`src/hdl/bnd_pkg.sv`:
```
// ============================================================================
// bnd_pkg
// Shared types and constants for the BGGR nearest-neighbor demosaic block.
// ============================================================================
package bnd_pkg;

  localparam int SAMPLE_W = 8;
  localparam int COORD_W  = 11;
  localparam int CFG_W    = 12;

  // Register indexes on the configuration port.
  localparam logic REG_IMAGE_WIDTH  = 1'b0;
  localparam logic REG_IMAGE_HEIGHT = 1'b1;

  // Beat position within one quad; the fourth beat carries quad_last.
  localparam logic [1:0] PHASE_LAST = 2'd3;

  typedef struct packed {
    logic [SAMPLE_W-1:0] in_red;
    logic [SAMPLE_W-1:0] in_green;
    logic [SAMPLE_W-1:0] in_blue;
  } in_beat_t;

  typedef struct packed {
    logic [COORD_W-1:0]  pix_x;
    logic [COORD_W-1:0]  pix_y;
    logic [SAMPLE_W-1:0] out_red;
    logic [SAMPLE_W-1:0] out_green;
    logic [SAMPLE_W-1:0] out_blue;
    logic                quad_last;
  } out_beat_t;

  // One finished quad: coordinates of its odd (red) corner and its samples.
  typedef struct packed {
    logic [COORD_W-1:0]  x_odd;
    logic [COORD_W-1:0]  y_odd;
    logic [SAMPLE_W-1:0] red;
    logic [SAMPLE_W-1:0] blue;
    logic [SAMPLE_W-1:0] top_green;
    logic [SAMPLE_W-1:0] low_green;
  } quad_t;

  typedef struct packed {
    logic  valid;
    quad_t quad;
  } quad_push_t;

  typedef struct packed {
    logic  empty;
    logic  full;
    quad_t head;
  } queue_stat_t;

endpackage

```
`src/hdl/bnd_queue.sv`:
```
// ============================================================================
// bnd_queue
// Two-entry queue of finished quads between the front and back parts.
// ============================================================================
module bnd_queue (
  input  logic                 clk,
  input  logic                 rst_n,
  input  bnd_pkg::quad_push_t  q_push,
  input  logic                 pop,
  output bnd_pkg::queue_stat_t q_stat
);

  bnd_pkg::quad_t entry_r [2];
  logic           wr_ptr_r, rd_ptr_r;
  logic [1:0]     count_r;
  logic           do_push, do_pop;

  assign do_push = q_push.valid & (count_r != 2'd2);
  assign do_pop  = pop & (count_r != 2'd0);

  always_ff @(posedge clk) begin
    if (!rst_n) begin
      wr_ptr_r <= 1'b0;
      rd_ptr_r <= 1'b0;
      count_r  <= 2'd0;
    end else begin
      if (do_push) begin
        wr_ptr_r <= ~wr_ptr_r;
      end
      if (do_pop) begin
        rd_ptr_r <= ~rd_ptr_r;
      end
      if (do_push && !do_pop) begin
        count_r <= count_r + 2'd1;
      end else if (do_pop && !do_push) begin
        count_r <= count_r - 2'd1;
      end
    end
  end

  always_ff @(posedge clk) begin
    if (do_push) begin
      entry_r[wr_ptr_r] <= q_push.quad;
    end
  end

  assign q_stat.empty = (count_r == 2'd0);
  assign q_stat.full  = (count_r == 2'd2);
  assign q_stat.head  = entry_r[rd_ptr_r];

endmodule

```
`config.mk`:
```
export PLATFORM = sky130hd
export DESIGN_NAME = bnd_queue
export DESIGN_NICKNAME = d
export VERILOG_FILES = /design/src/hdl/bnd_pkg.sv /design/src/hdl/bnd_queue.sv
export SDC_FILE = /design/constraint.sdc
export NUM_CORES = 1
export LEC_CHECK = 0
export BUFFER_PORTS_ARGS = -buffer_cell sky130_fd_sc_hd__buf_4
export CORE_ASPECT_RATIO = 0.9
export CORE_MARGIN = 2
export CORE_UTILIZATION = 54
export CTS_BUF_LIST = sky130_fd_sc_hd__clkbuf_2 sky130_fd_sc_hd__clkbuf_4 sky130_fd_sc_hd__clkbuf_8
export CTS_CLUSTER_DIAMETER = 80
export DETAILED_ROUTE_END_ITERATION = 8
export PLACE_DENSITY = 0.85
export SYNTH_ARGS = -nofsm -noshare
export SYNTH_HDL_FRONTEND = slang
export SYNTH_SLANG_ARGS = --single-unit
```
`constraint.sdc`:
```
create_clock -name clk -period 3.7 [get_ports clk]
set_input_delay 0.185 -clock clk [delete_from_list [all_inputs] [get_ports clk]]
set_output_delay 0.185 -clock clk [all_outputs]
set_load 0.005 [all_outputs]
```
=== After elaboration in Yosys (flattened, before gate mapping) ===
Memories as Yosys holds them, arrays and structs flattened. A register that Yosys moved wholly into a read port is not among the register bits.
Index checks and enable logic that the tools add are counted.

* Memories: 1
* Word-level logic and storage cells: 25
* Bits in writable memories: 108
* Output and inout port bits: 56
* Bits in registers: 4

* Equality and inequality tests: 2
* Add/sub/neg operators: 2
* Bitwise operators: 4
* Reduce and logical (&&, ||, !) cells: 7
* Mux-type cells: 6

{| class="wikitable"
|+ Memory list
! name !! words !! bits a word !! rd ports !! clocked after Yosys merged registers in !! write ports !! RTL line !! RTL
|-
| entry_r || 2 || 54 || 1 || 1 || 1 || bnd_queue.sv:13 || <nowiki>bnd_pkg::quad_t entry_r [2];</nowiki>
|}

{| class="wikitable"
|+ Operators with widths
! cell !! count
|-
| 2-to-1 mux 1 bit || 4
|-
| 2-to-1 mux 2 bit || 2
|-
| nonzero test 2 bit || 2
|-
| adder 2 x 1 -> 2 bit (second input constant) || 1
|-
| AND 1 bit || 2
|-
| equality test 2 bit (second input constant) || 1
|-
| logical AND 1 bit || 2
|-
| zero test 1 bit || 2
|-
| zero test 2 bit || 1
|-
| != test 2 bit (second input constant) || 1
|-
| inverter 1 bit || 2
|-
| subtractor 2 x 1 -> 2 bit (second input constant) || 1
|}

=== Depth between registers and ports, before layout ===
* Word-level depth: 6
* Depth in mapped cells: 7
* Depth with buffers taken out: 7

=== Worst setup path before layout ===
OpenSTA, ideal clock, no wires.

* Path kind: reg-to-reg
* Start: register count_r[0]
* End: memory entry_r[0][0] (netlist bit), enable pin
* Path slack: 0.537 ns
* Path buffers: 0
* Cell stages (with the launch flop): 4
* Arrival time: 2.705 ns
* Setup time: 0.458 ns
* Cell sequence: dfxtp_1 -> nand2b_1 -> inv_2 -> nor3_2

* Cells in the longest elaborated chain, start to end: 4

{| class="wikitable"
|+ RTL lines
! what !! RTL line !! RTL
|-
| from (decl) || bnd_queue.sv:15 || <nowiki>logic [1:0] count_r;</nowiki>
|-
| from (signal assigned) || bnd_queue.sv:34 || <nowiki>count_r <= count_r + 2'd1;</nowiki>
|-
| from (signal assigned) || bnd_queue.sv:36 || <nowiki>count_r <= count_r - 2'd1;</nowiki>
|-
| != test 2 bit || bnd_queue.sv:18 || <nowiki>assign do_push = q_push.valid & (count_r != 2'd2);</nowiki>
|-
| AND 1 bit || bnd_queue.sv:18 ||
|-
| 2-to-1 mux 1 bit || bnd_queue.sv:42 || <nowiki>if (do_push) begin</nowiki>
|-
| 2-to-1 mux 1 bit (not written as such) || bnd_queue.sv:43 || <nowiki>entry_r[wr_ptr_r] <= q_push.quad;</nowiki>
|-
| to (decl) || bnd_queue.sv:13 ||
|}

No other way between the ends.

==> reports/summary.txt <==
Status: completed
Worst slack, placed: 1.62 ns
Final wirelength: 8040 microns
Via-to-Cell Ratio: 5.02
Clock Skew: 0.00755 ns
Mean post-synth cell area: 21.4 sq um
Commonest non-fill, non-tap cell in the layout: buf_4
Post-route DRC violation count: 0
CTS Sinks: 113
Synth-to-layout area growth: 46.3%
Clock transition at path regs: 0.06 ns
Hold Path Origin: rst_n
Period utilisation layout: 0.646
Reg2reg start: count_r[0]
Most frequent cells in the layout: buf_4, edfxtp_1, mux2_2, dlygate4sd3_1, clkbuf_8
CP delay by family, top: flip-flops
Worst Hold Slack: 0.0344 ns
FF/Latch Area: 0.00334 sq mm
Share of layout cells above drive strength 1: 0.523
Final setup TNS: 0 ns
Gpl congestion: 0.772
Root Buffer: clkbuf_8
Cell Pwr Density: 623 mW/mm^2
Worst path slowest cell: dfxtp_2
CP max stage delay: 0.85 ns
CTS Buf Count: 17
Post-CTS Setup Bufs: 0
Crit path required time: 3.51 ns
Pins over their slew limit: 0
ANT nets after route: 0
Biggest area consumer among synthesized cells: edfxtp_1
Tmin final: 2.39 ns
Worst vdd rail ir drop: 0.000421 V
Initial antenna violation count: 0
Chip width: 96.2 microns
Post-synthesis register bit count: 113
Largest net degree at the start of global routing: 38
Iter 0 DRT Violations: 133
Most used cell, CP: buf_4
Crit path DAT: 2.20 ns
Vias in the first global route: 2453
IO buf count: 113
Nets: 436
Number of top-level pins: 114
Max-cap viol count: 0
RSZ-0062 raised after global routing: no
# resized after CTS: 0
Peak Freq: 0.419 GHz
First-pass GRT wire length: 11400 microns
Gr usage total: 0.192
Synth warn: 0
Via count: 2438
CP Launch Type: register
Endpoints failing setup: 0
CTS tree: done
GR Overflow Total: 0
Ant. Diodes: 0
Mapped Cells: 193
Placed wire-length estimate: 4950 microns
H-tree lvl count: 4
Die area: 0.00836 sq mm
P_leak: 0.00230 uW
Worst setup path category: reg -> out
Worst path cell trace: buf_4 > mux2_2 > buf_4
Core Rows: 30
Max-Slew Margin vs Limit: 0.323
Yosys top cell area share: 0.786
Crit path max fanout: 34
CORE AREA: 0.00747 sq mm
Deepest clock path buffer count: 2
Worst min path class: in -> reg
Setup ws final: 1.31 ns
Synth unique cells: 21
Setup crit end kind: output pin
Number of fill cells: 388
Drt pass-1 iters: 5
Worst skew pair latency: 0.40 ns
Syn_nets: 252
Die Y-Extent: 86.9 microns
Avg WL per Cell: 16.5 microns
Least-Margin Pin Slew: 1.01 ns
Initial core utilization: 0.553
CP bufs+invs: 2
Sequential share of the synthesized area: 0.810
Tot Pwr: 3760 uW
Multi-input gate area: 742 sq um
Final Hold Fails: 0
Largest cells by area after synthesis: edfxtp_1, mux2_2, dfxtp_1
Post-Syn Area: 0.00413 sq mm
==> Yosys cell counts (all sizes together) <==
master	instances
nor2	2
o21a	1
mux2	54
xor2	1
and2	3
and3	1
ha	1
or3	1
nand2b	1
xnor2	2
dfxtp	5
a21boi	2
nor3	1
o21ai	2
edfxtp	108
inv	2
buf	6
==> cells by family after synthesis <==
family | Yosys count | share of synthesized area
AOI/OAI and AO/OA | 5 | 0.00788
adders and majority gates | 1 | 0.00303
buffers and inverters | 8 | 0.0121
DFF | 113 | 0.810
xor gates and xnor gates | 3 | 0.00637
muxes | 54 | 0.147
and+or+nand+nor | 9 | 0.0133
==> final cells by class <==
cell class                      instances  share of cell area
Multi-Input combinational cell         72               0.123
Sequential cell                       113               0.554
Clock inverter                         13              0.0238
Clock buffer                           19              0.0412
Inverter                                2             0.00124
Tap cell                               96              0.0199
Timing Repair Buffer                  171               0.237
==> flip-flops by register name, indices dropped and copies added, names as in the netlist, named ones only <==
name / flops
wr_ptr_r: 1
count_r: 2
rd_ptr_r: 1
entry_r: 108
==> through the flow <==
stage | std cells | instance area [sq um] | util
global placement | 400 | 5100 | 0.683
finish | 486 | 6040 | 0.808
global route | 486 | 6040 | 0.808
floorplan | 193 | 4130 | -
detailed placement | 400 | 5100 | 0.683
CTS | 486 | 6040 | 0.808
==> path summary, 6_finish.rpt <==
kind                                       end  slack, ns  cells past startpoint
worst min-delay path                  wr_ptr_r       0.03                      2
worst max-delay path                q_stat[36]       1.31                      3
worst min register to register      count_r[1]       0.53                      2
worst max register to register  entry_r[0][11]       1.60                      4
==> where the power goes <==
group | switching [uW] | internal, uW
Clock | 449 | 668
Combinational | 370 | 567
Sequential | 100 | 1610
Total | 919 | 2850
==> routing by layer <==
layer  track usage  vias up  part of all wire
met2         0.338      108              0.53
met5             0        -                 0
met4        0.0688        0             0.014
met1         0.220     1189              0.40
met3        0.0589       12             0.059
li1              -     1129                 -
==> timing repair <==
item | 4_1_cts | 5_1_grt
hold endpoints to repair | 108 | 0
hold buffers | 54 | 0
setup endpoints to repair | 0 | 0
Note: power is estimated with default switching activity, not from simulation.
