## config.mk

```make
export PLATFORM = sky130hd
export DESIGN_NAME = bnd_back
export DESIGN_NICKNAME = d
export VERILOG_FILES = /design/src/hdl/bnd_pkg.sv /design/src/hdl/bnd_back.sv
export SDC_FILE = /design/constraint.sdc
export NUM_CORES = 1
export LEC_CHECK = 0
export BUFFER_PORTS_ARGS = -buffer_cell sky130_fd_sc_hd__buf_2
export CAP_MARGIN = 20
export CORE_ASPECT_RATIO = 1.75
export CORE_MARGIN = 8
export CORE_UTILIZATION = 25
export CTS_CLUSTER_DIAMETER = 50
export DETAILED_ROUTE_END_ITERATION = 12
export PLACE_DENSITY = 0.63
export SETUP_SLACK_MARGIN = 0.1
export SLEW_MARGIN = 20
export SYNTH_ARGS = -nofsm -noshare
export SYNTH_HDL_FRONTEND = slang
export SYNTH_SLANG_ARGS = --single-unit
```

## constraint.sdc

```tcl
create_clock -name clk -period 2.05 [get_ports clk]
set_clock_uncertainty 0.2 [all_clocks]
set_input_delay 0 -clock clk [delete_from_list [all_inputs] [get_ports clk]]
set_output_delay 0 -clock clk [all_outputs]
set_load 0.01 [all_outputs]
```

## src/hdl/bnd_pkg.sv

```systemverilog
// ============================================================================
// bnd_pkg
// Shared types and constants for the BGGR nearest-neighbor demosaic block.
// ============================================================================
package bnd_pkg;

  localparam int SAMPLE_W = 8;
  localparam int COORD_W  = 11;
  localparam int CFG_W    = 12;

  // Register indexes on the configuration port.
  localparam logic REG_IMAGE_WIDTH  = 1'b0;
  localparam logic REG_IMAGE_HEIGHT = 1'b1;

  // Beat position within one quad; the fourth beat carries quad_last.
  localparam logic [1:0] PHASE_LAST = 2'd3;

  typedef struct packed {
    logic [SAMPLE_W-1:0] in_red;
    logic [SAMPLE_W-1:0] in_green;
    logic [SAMPLE_W-1:0] in_blue;
  } in_beat_t;

  typedef struct packed {
    logic [COORD_W-1:0]  pix_x;
    logic [COORD_W-1:0]  pix_y;
    logic [SAMPLE_W-1:0] out_red;
    logic [SAMPLE_W-1:0] out_green;
    logic [SAMPLE_W-1:0] out_blue;
    logic                quad_last;
  } out_beat_t;

  // One finished quad: coordinates of its odd (red) corner and its samples.
  typedef struct packed {
    logic [COORD_W-1:0]  x_odd;
    logic [COORD_W-1:0]  y_odd;
    logic [SAMPLE_W-1:0] red;
    logic [SAMPLE_W-1:0] blue;
    logic [SAMPLE_W-1:0] top_green;
    logic [SAMPLE_W-1:0] low_green;
  } quad_t;

  typedef struct packed {
    logic  valid;
    quad_t quad;
  } quad_push_t;

  typedef struct packed {
    logic  empty;
    logic  full;
    quad_t head;
  } queue_stat_t;

endpackage

```

## src/hdl/bnd_back.sv

```systemverilog
// ============================================================================
// bnd_back
// Expands each queued quad into four output pixels through an output
// register.
// ============================================================================
module bnd_back (
  input  logic                 clk,
  input  logic                 rst_n,
  input  bnd_pkg::queue_stat_t q_stat,
  output logic                 pop,
  output logic                 out_valid,
  input  logic                 out_ready,
  output bnd_pkg::out_beat_t   out_data
);

  logic [1:0]         phase_r;
  logic               out_valid_r;
  bnd_pkg::out_beat_t out_data_r, beat;
  logic               load;

  assign load = ~q_stat.empty & (~out_valid_r | out_ready);
  assign pop  = load & (phase_r == bnd_pkg::PHASE_LAST);

  // Phase bit 0 selects the right column, bit 1 the lower row.
  always_comb begin
    beat.pix_x     = {q_stat.head.x_odd[bnd_pkg::COORD_W-1:1], phase_r[0]};
    beat.pix_y     = {q_stat.head.y_odd[bnd_pkg::COORD_W-1:1], phase_r[1]};
    beat.out_red   = q_stat.head.red;
    beat.out_blue  = q_stat.head.blue;
    beat.out_green = phase_r[1] ? q_stat.head.low_green : q_stat.head.top_green;
    beat.quad_last = (phase_r == bnd_pkg::PHASE_LAST);
  end

  always_ff @(posedge clk) begin
    if (!rst_n) begin
      phase_r     <= 2'd0;
      out_valid_r <= 1'b0;
    end else begin
      if (load) begin
        phase_r     <= phase_r + 2'd1;
        out_valid_r <= 1'b1;
      end else if (out_ready) begin
        out_valid_r <= 1'b0;
      end
    end
  end

  always_ff @(posedge clk) begin
    if (load) begin
      out_data_r <= beat;
    end
  end

  assign out_valid = out_valid_r;
  assign out_data  = out_data_r;

endmodule

```

* Word level (Yosys, flattened, before mapping)
Cells that the tools add are included.
** Word-level totals
- Logic and storage cells :: 19
- Flip-flop bits (word level) :: 50
** Cells by class
- Reduce and logical (&&, ||, !) cells :: 1
- Equal/unequal tests :: 1
- Add/subtract/negate cells :: 1
- Multiplexer cells :: 3
- Bitwise logic cells :: 5
** Operators with widths (number)
- two-way mux 8 bit :: 1
- adder 2 x 1 -> 2 bit, second input constant :: 1
- bitwise AND 1 bit :: 2
- equality test 2 bit, second input constant :: 1
- two-way mux 1 bit :: 2
- inverter 1 bit :: 2
- nonzero test 2 bit :: 1
- OR 1 bit :: 1

* Logic depth before layout (Yosys ltp)
- Depth after elaboration :: 4
- Gate-level depth with buffers :: 3

* Least setup slack after synthesis
No wires, ideal clock.
- Kind :: register to register
- Start point :: register out_valid_r, in the netlist out_valid
- End point :: register out_data_r (netlist bit out_data[0]) (enable)
- Period minus slack after synthesis :: 1.828 ns
- Library setup time :: 0.391 ns
- Setup slack :: 0.222 ns
- Required time :: 1.459 ns
- Data arrival time :: 1.237 ns
- Stages on the path, launching flop included :: 3
- Path through :: dfxtp_1 -> nand2b_4 -> nor2b_4
** On the way
- Longest elaborated chain between the ends :: 3
** RTL lines
- start, declared :: line bnd_back.sv:17 : logic out_valid_r;
- start signal, assigned :: line bnd_back.sv:37 : out_valid_r <= 1'b0;
- start signal, assigned :: line bnd_back.sv:41 : out_valid_r <= 1'b1;
- start signal, assigned :: line bnd_back.sv:43 : out_valid_r <= 1'b0;
- inverter 1 bit :: line bnd_back.sv:21 : assign load = ~q_stat.empty & (~out_valid_r | out_ready);
- OR 1 bit :: line bnd_back.sv:21
- bitwise AND 1 bit :: line bnd_back.sv:21
- named net load :: line bnd_back.sv:19 : logic load;
- end signal, assigned :: line bnd_back.sv:50 : out_data_r <= beat;
- end, declared :: line bnd_back.sv:18 : bnd_pkg::out_beat_t out_data_r, beat;
The timed path passes the listed nets, and every way through them passes these cells.
A chain may end at the register's enable or synchronous reset.

==> impl_metrics.env <==
export IMPL_final_hold_violation_count=0
export IMPL_ys_seq_area_frac=0.869
export IMPL_crit_fanout=11
export IMPL_die_area_um2=9770
export IMPL_start_util=0.259
export IMPL_grtUsageTotal=0.0988
export IMPL_synth_top_cell_area_share=0.833
export IMPL_status="completed"
export IMPL_dp_slack_ps=578
export IMPL_core_area_um2=6540
export IMPL_maxCapViolations=0
export IMPL_design_area_um2=3040
export IMPL_period_share=0.805
export IMPL_drtAntennaViolNets=0
export IMPL_critPathKind="reg -> out"
export IMPL_grt_ovfl_total=0
export IMPL_ys_seq_elements=50
export IMPL_rsz0062_at_grt="no"
export IMPL_power_density_nw_per_um2=796
export IMPL_yosysTopAreaCell="edfxtp_1"
export IMPL_synth_simple_gate_area_frac=0.0303
export IMPL_synth_adder_area_share=0.00739
export IMPL_postCtsSetupBuffers=0
export IMPL_row_count=39
export IMPL_synth_area_per_cell_um2=24.2
export IMPL_routed_wl_um=4750
export IMPL_numPortBuffers=104
export IMPL_finalSetupTns_ps=0
export IMPL_ioPinCount=108
export IMPL_drc=0
export IMPL_cp_arrival_ps=1450
export IMPL_syn2layout_area_growth_pct=79.7
export IMPL_cts_clk_slew_worst_paths_ps=60
export IMPL_cts_made_buffers=5
export IMPL_cts_tree="built"
export IMPL_synthesis_area_um2=1690
export IMPL_fillers=592
export IMPL_grt_pass1_vias=1458
export IMPL_synth_top_family_by_area="multiplexers"
export IMPL_synth_distinct_cells=12
export IMPL_clk_latency_ps=280
export IMPL_numPlacedInstances=256
export IMPL_final_nets=296
export IMPL_cts_sinks=50
export IMPL_synth_mux_area_frac=0.0827
export IMPL_final_cells=319
export IMPL_p_leak_nw=1.32
export IMPL_worst_slack_ps=400
export IMPL_via_per_inst=4.01
export IMPL_drt_pass1_iterations=4
export IMPL_relSlewSlack=0.629
export IMPL_yosys_warnings=0
export IMPL_layout_min_cycle_time_ps=1650
export IMPL_setup_viol=0
export IMPL_maxSlewViolCount=0
export IMPL_synthXorXnorAreaFrac=0
export IMPL_multi_input_area_um2=211
export IMPL_htreeDepth=2
export IMPL_synth_area_top_cells="edfxtp_1 (83%), mux2_4 (7.1%), dfxtp_1 (3.5%)"
export IMPL_dpl_cell_area_um2=2330
export IMPL_grt_pass1_wl_um=7450
export IMPL_drt_iter0_markers=52
export IMPL_vias=1278
export IMPL_ir_worst_vdd_mv=0.463
export IMPL_cts_root_buffer="clkbuf_16"
export IMPL_netlist_instances=70
export IMPL_dieHeight_um=125
export IMPL_tightest_slew_ps=556
export IMPL_hold_path_class="in -> reg"
export IMPL_dieWidth_um=78.2
export IMPL_drive_gt1_frac=0.515
export IMPL_synth_compound_area_share=0.00443
export IMPL_diodes=0
export IMPL_crit_required_ps=1850
export IMPL_avgRoutedWirePerCell_um=14.9
export IMPL_clk_path_buf_depth=2
export IMPL_cts_resized=0
export IMPL_endpoint_kind="output port"
export IMPL_cts_hold_buf=55
export IMPL_regArea_um2=1470
export IMPL_syn_nets=130
export IMPL_place_congestion=0.692
export IMPL_crit_path_start_kind="flop"
export IMPL_grt_antenna_before_repair=0
export IMPL_grt_max_degree=51
export IMPL_maxClockFrequency_ghz=0.606
## worst max-delay path, stage by stage, from the launching register on
cell and delay, ps:
dfxtp_1 670, ha_1 260, and2_1 120, buf_2 120
## cells in the mapped netlist
library cell / n
nand2_1: 3
ha_1: 1
a21boi_0: 1
mux2i_1: 2
mux2_4: 8
dfxtp_1: 3
nor2b_4: 1
nand2b_1: 1
and2_1: 1
buf_6: 1
edfxtp_1: 47
nand2b_4: 1
## path summary, 6_finish.rpt
kind                                 end  depth (start not counted)               startpoint  slack, ps
setup reg to reg  out_data[15]$_DFFE_PP_                          1  phase_r[1]$_SDFFE_PN0P_        580
hold reg to reg   out_data[36]$_DFFE_PP_                          0  phase_r[0]$_SDFFE_PN0P_        300
hold / removal     out_data[7]$_DFFE_PP_                          2               q_stat[22]        230
setup / recovery                     pop                          3  phase_r[1]$_SDFFE_PN0P_        400
## power breakdown
group | total, W | switching (W) | internal (W) | leakage, nW
logic | 0.000300 | 0.000121 | 0.000179 | 0.759
clock network | 0.000904 | 0.000329 | 0.000575 | 0.0818
registers | 0.00122 | 0.0000246 | 0.00119 | 0.481
## layout make-up
type,instances,share of cell area
Sequential cell,50,0.483
Clock inverter,3,0.0140
Tap cell,82,0.0337
Timing Repair Buffer,160,0.358
Clock buffer,5,0.0411
Multi-Input combinational cell,19,0.0695
## layer usage
layer  share of wire  track usage  wire, um  up-vias
met5               0            0         0        -
met2            0.57        0.182      2690       72
li1                -            -         -      602
met3           0.075       0.0332       358       14
met1            0.31       0.0848      1490      590
met4           0.044       0.0659       210        0
## layout by cell type, fill, tap and decap left out, drive strengths merged
| cell type | netlist | final |
|---|---|---|
| dlygate4sd3 | 0 | 55 |
| a21boi | 1 | 1 |
| nor2b | 1 | 1 |
| mux2i | 2 | 2 |
| nand2 | 3 | 3 |
| mux2 | 8 | 8 |
| inv | 0 | 1 |
| ha | 1 | 1 |
| nand2b | 2 | 2 |
| and2 | 1 | 1 |
| edfxtp | 47 | 47 |
| buf | 1 | 105 |
| bufinv | 0 | 1 |
| clkbuf | 0 | 5 |
| dfxtp | 3 | 3 |
| clkinv | 0 | 1 |
## cells by family (layout without fill, tap and decap cells)
kind of cell | count (synthesis) | after routing
muxes | 10 | 10
adders and majority gates | 1 | 1
and+or+nand+nor | 7 | 7
DFF | 50 | 50
buffers and inverters | 1 | 168
AOI/OAI and AO/OA | 1 | 1
## through the flow
step                      power (W)  hold WS [ps]  utilization
after detailed placement    0.00146         -21.5        0.356
after CTS                   0.00246           213        0.466
final                       0.00242           234        0.466
after global routing        0.00252           222        0.466
after floorplan             0.00133          -101            -
after global placement      0.00146         -23.2        0.356
## sequential cells by signal (all words and copies together), names as in the netlist
name,count
phase_r,2
out_data,47
out_valid,1
(Power assumes the default switching activity.)
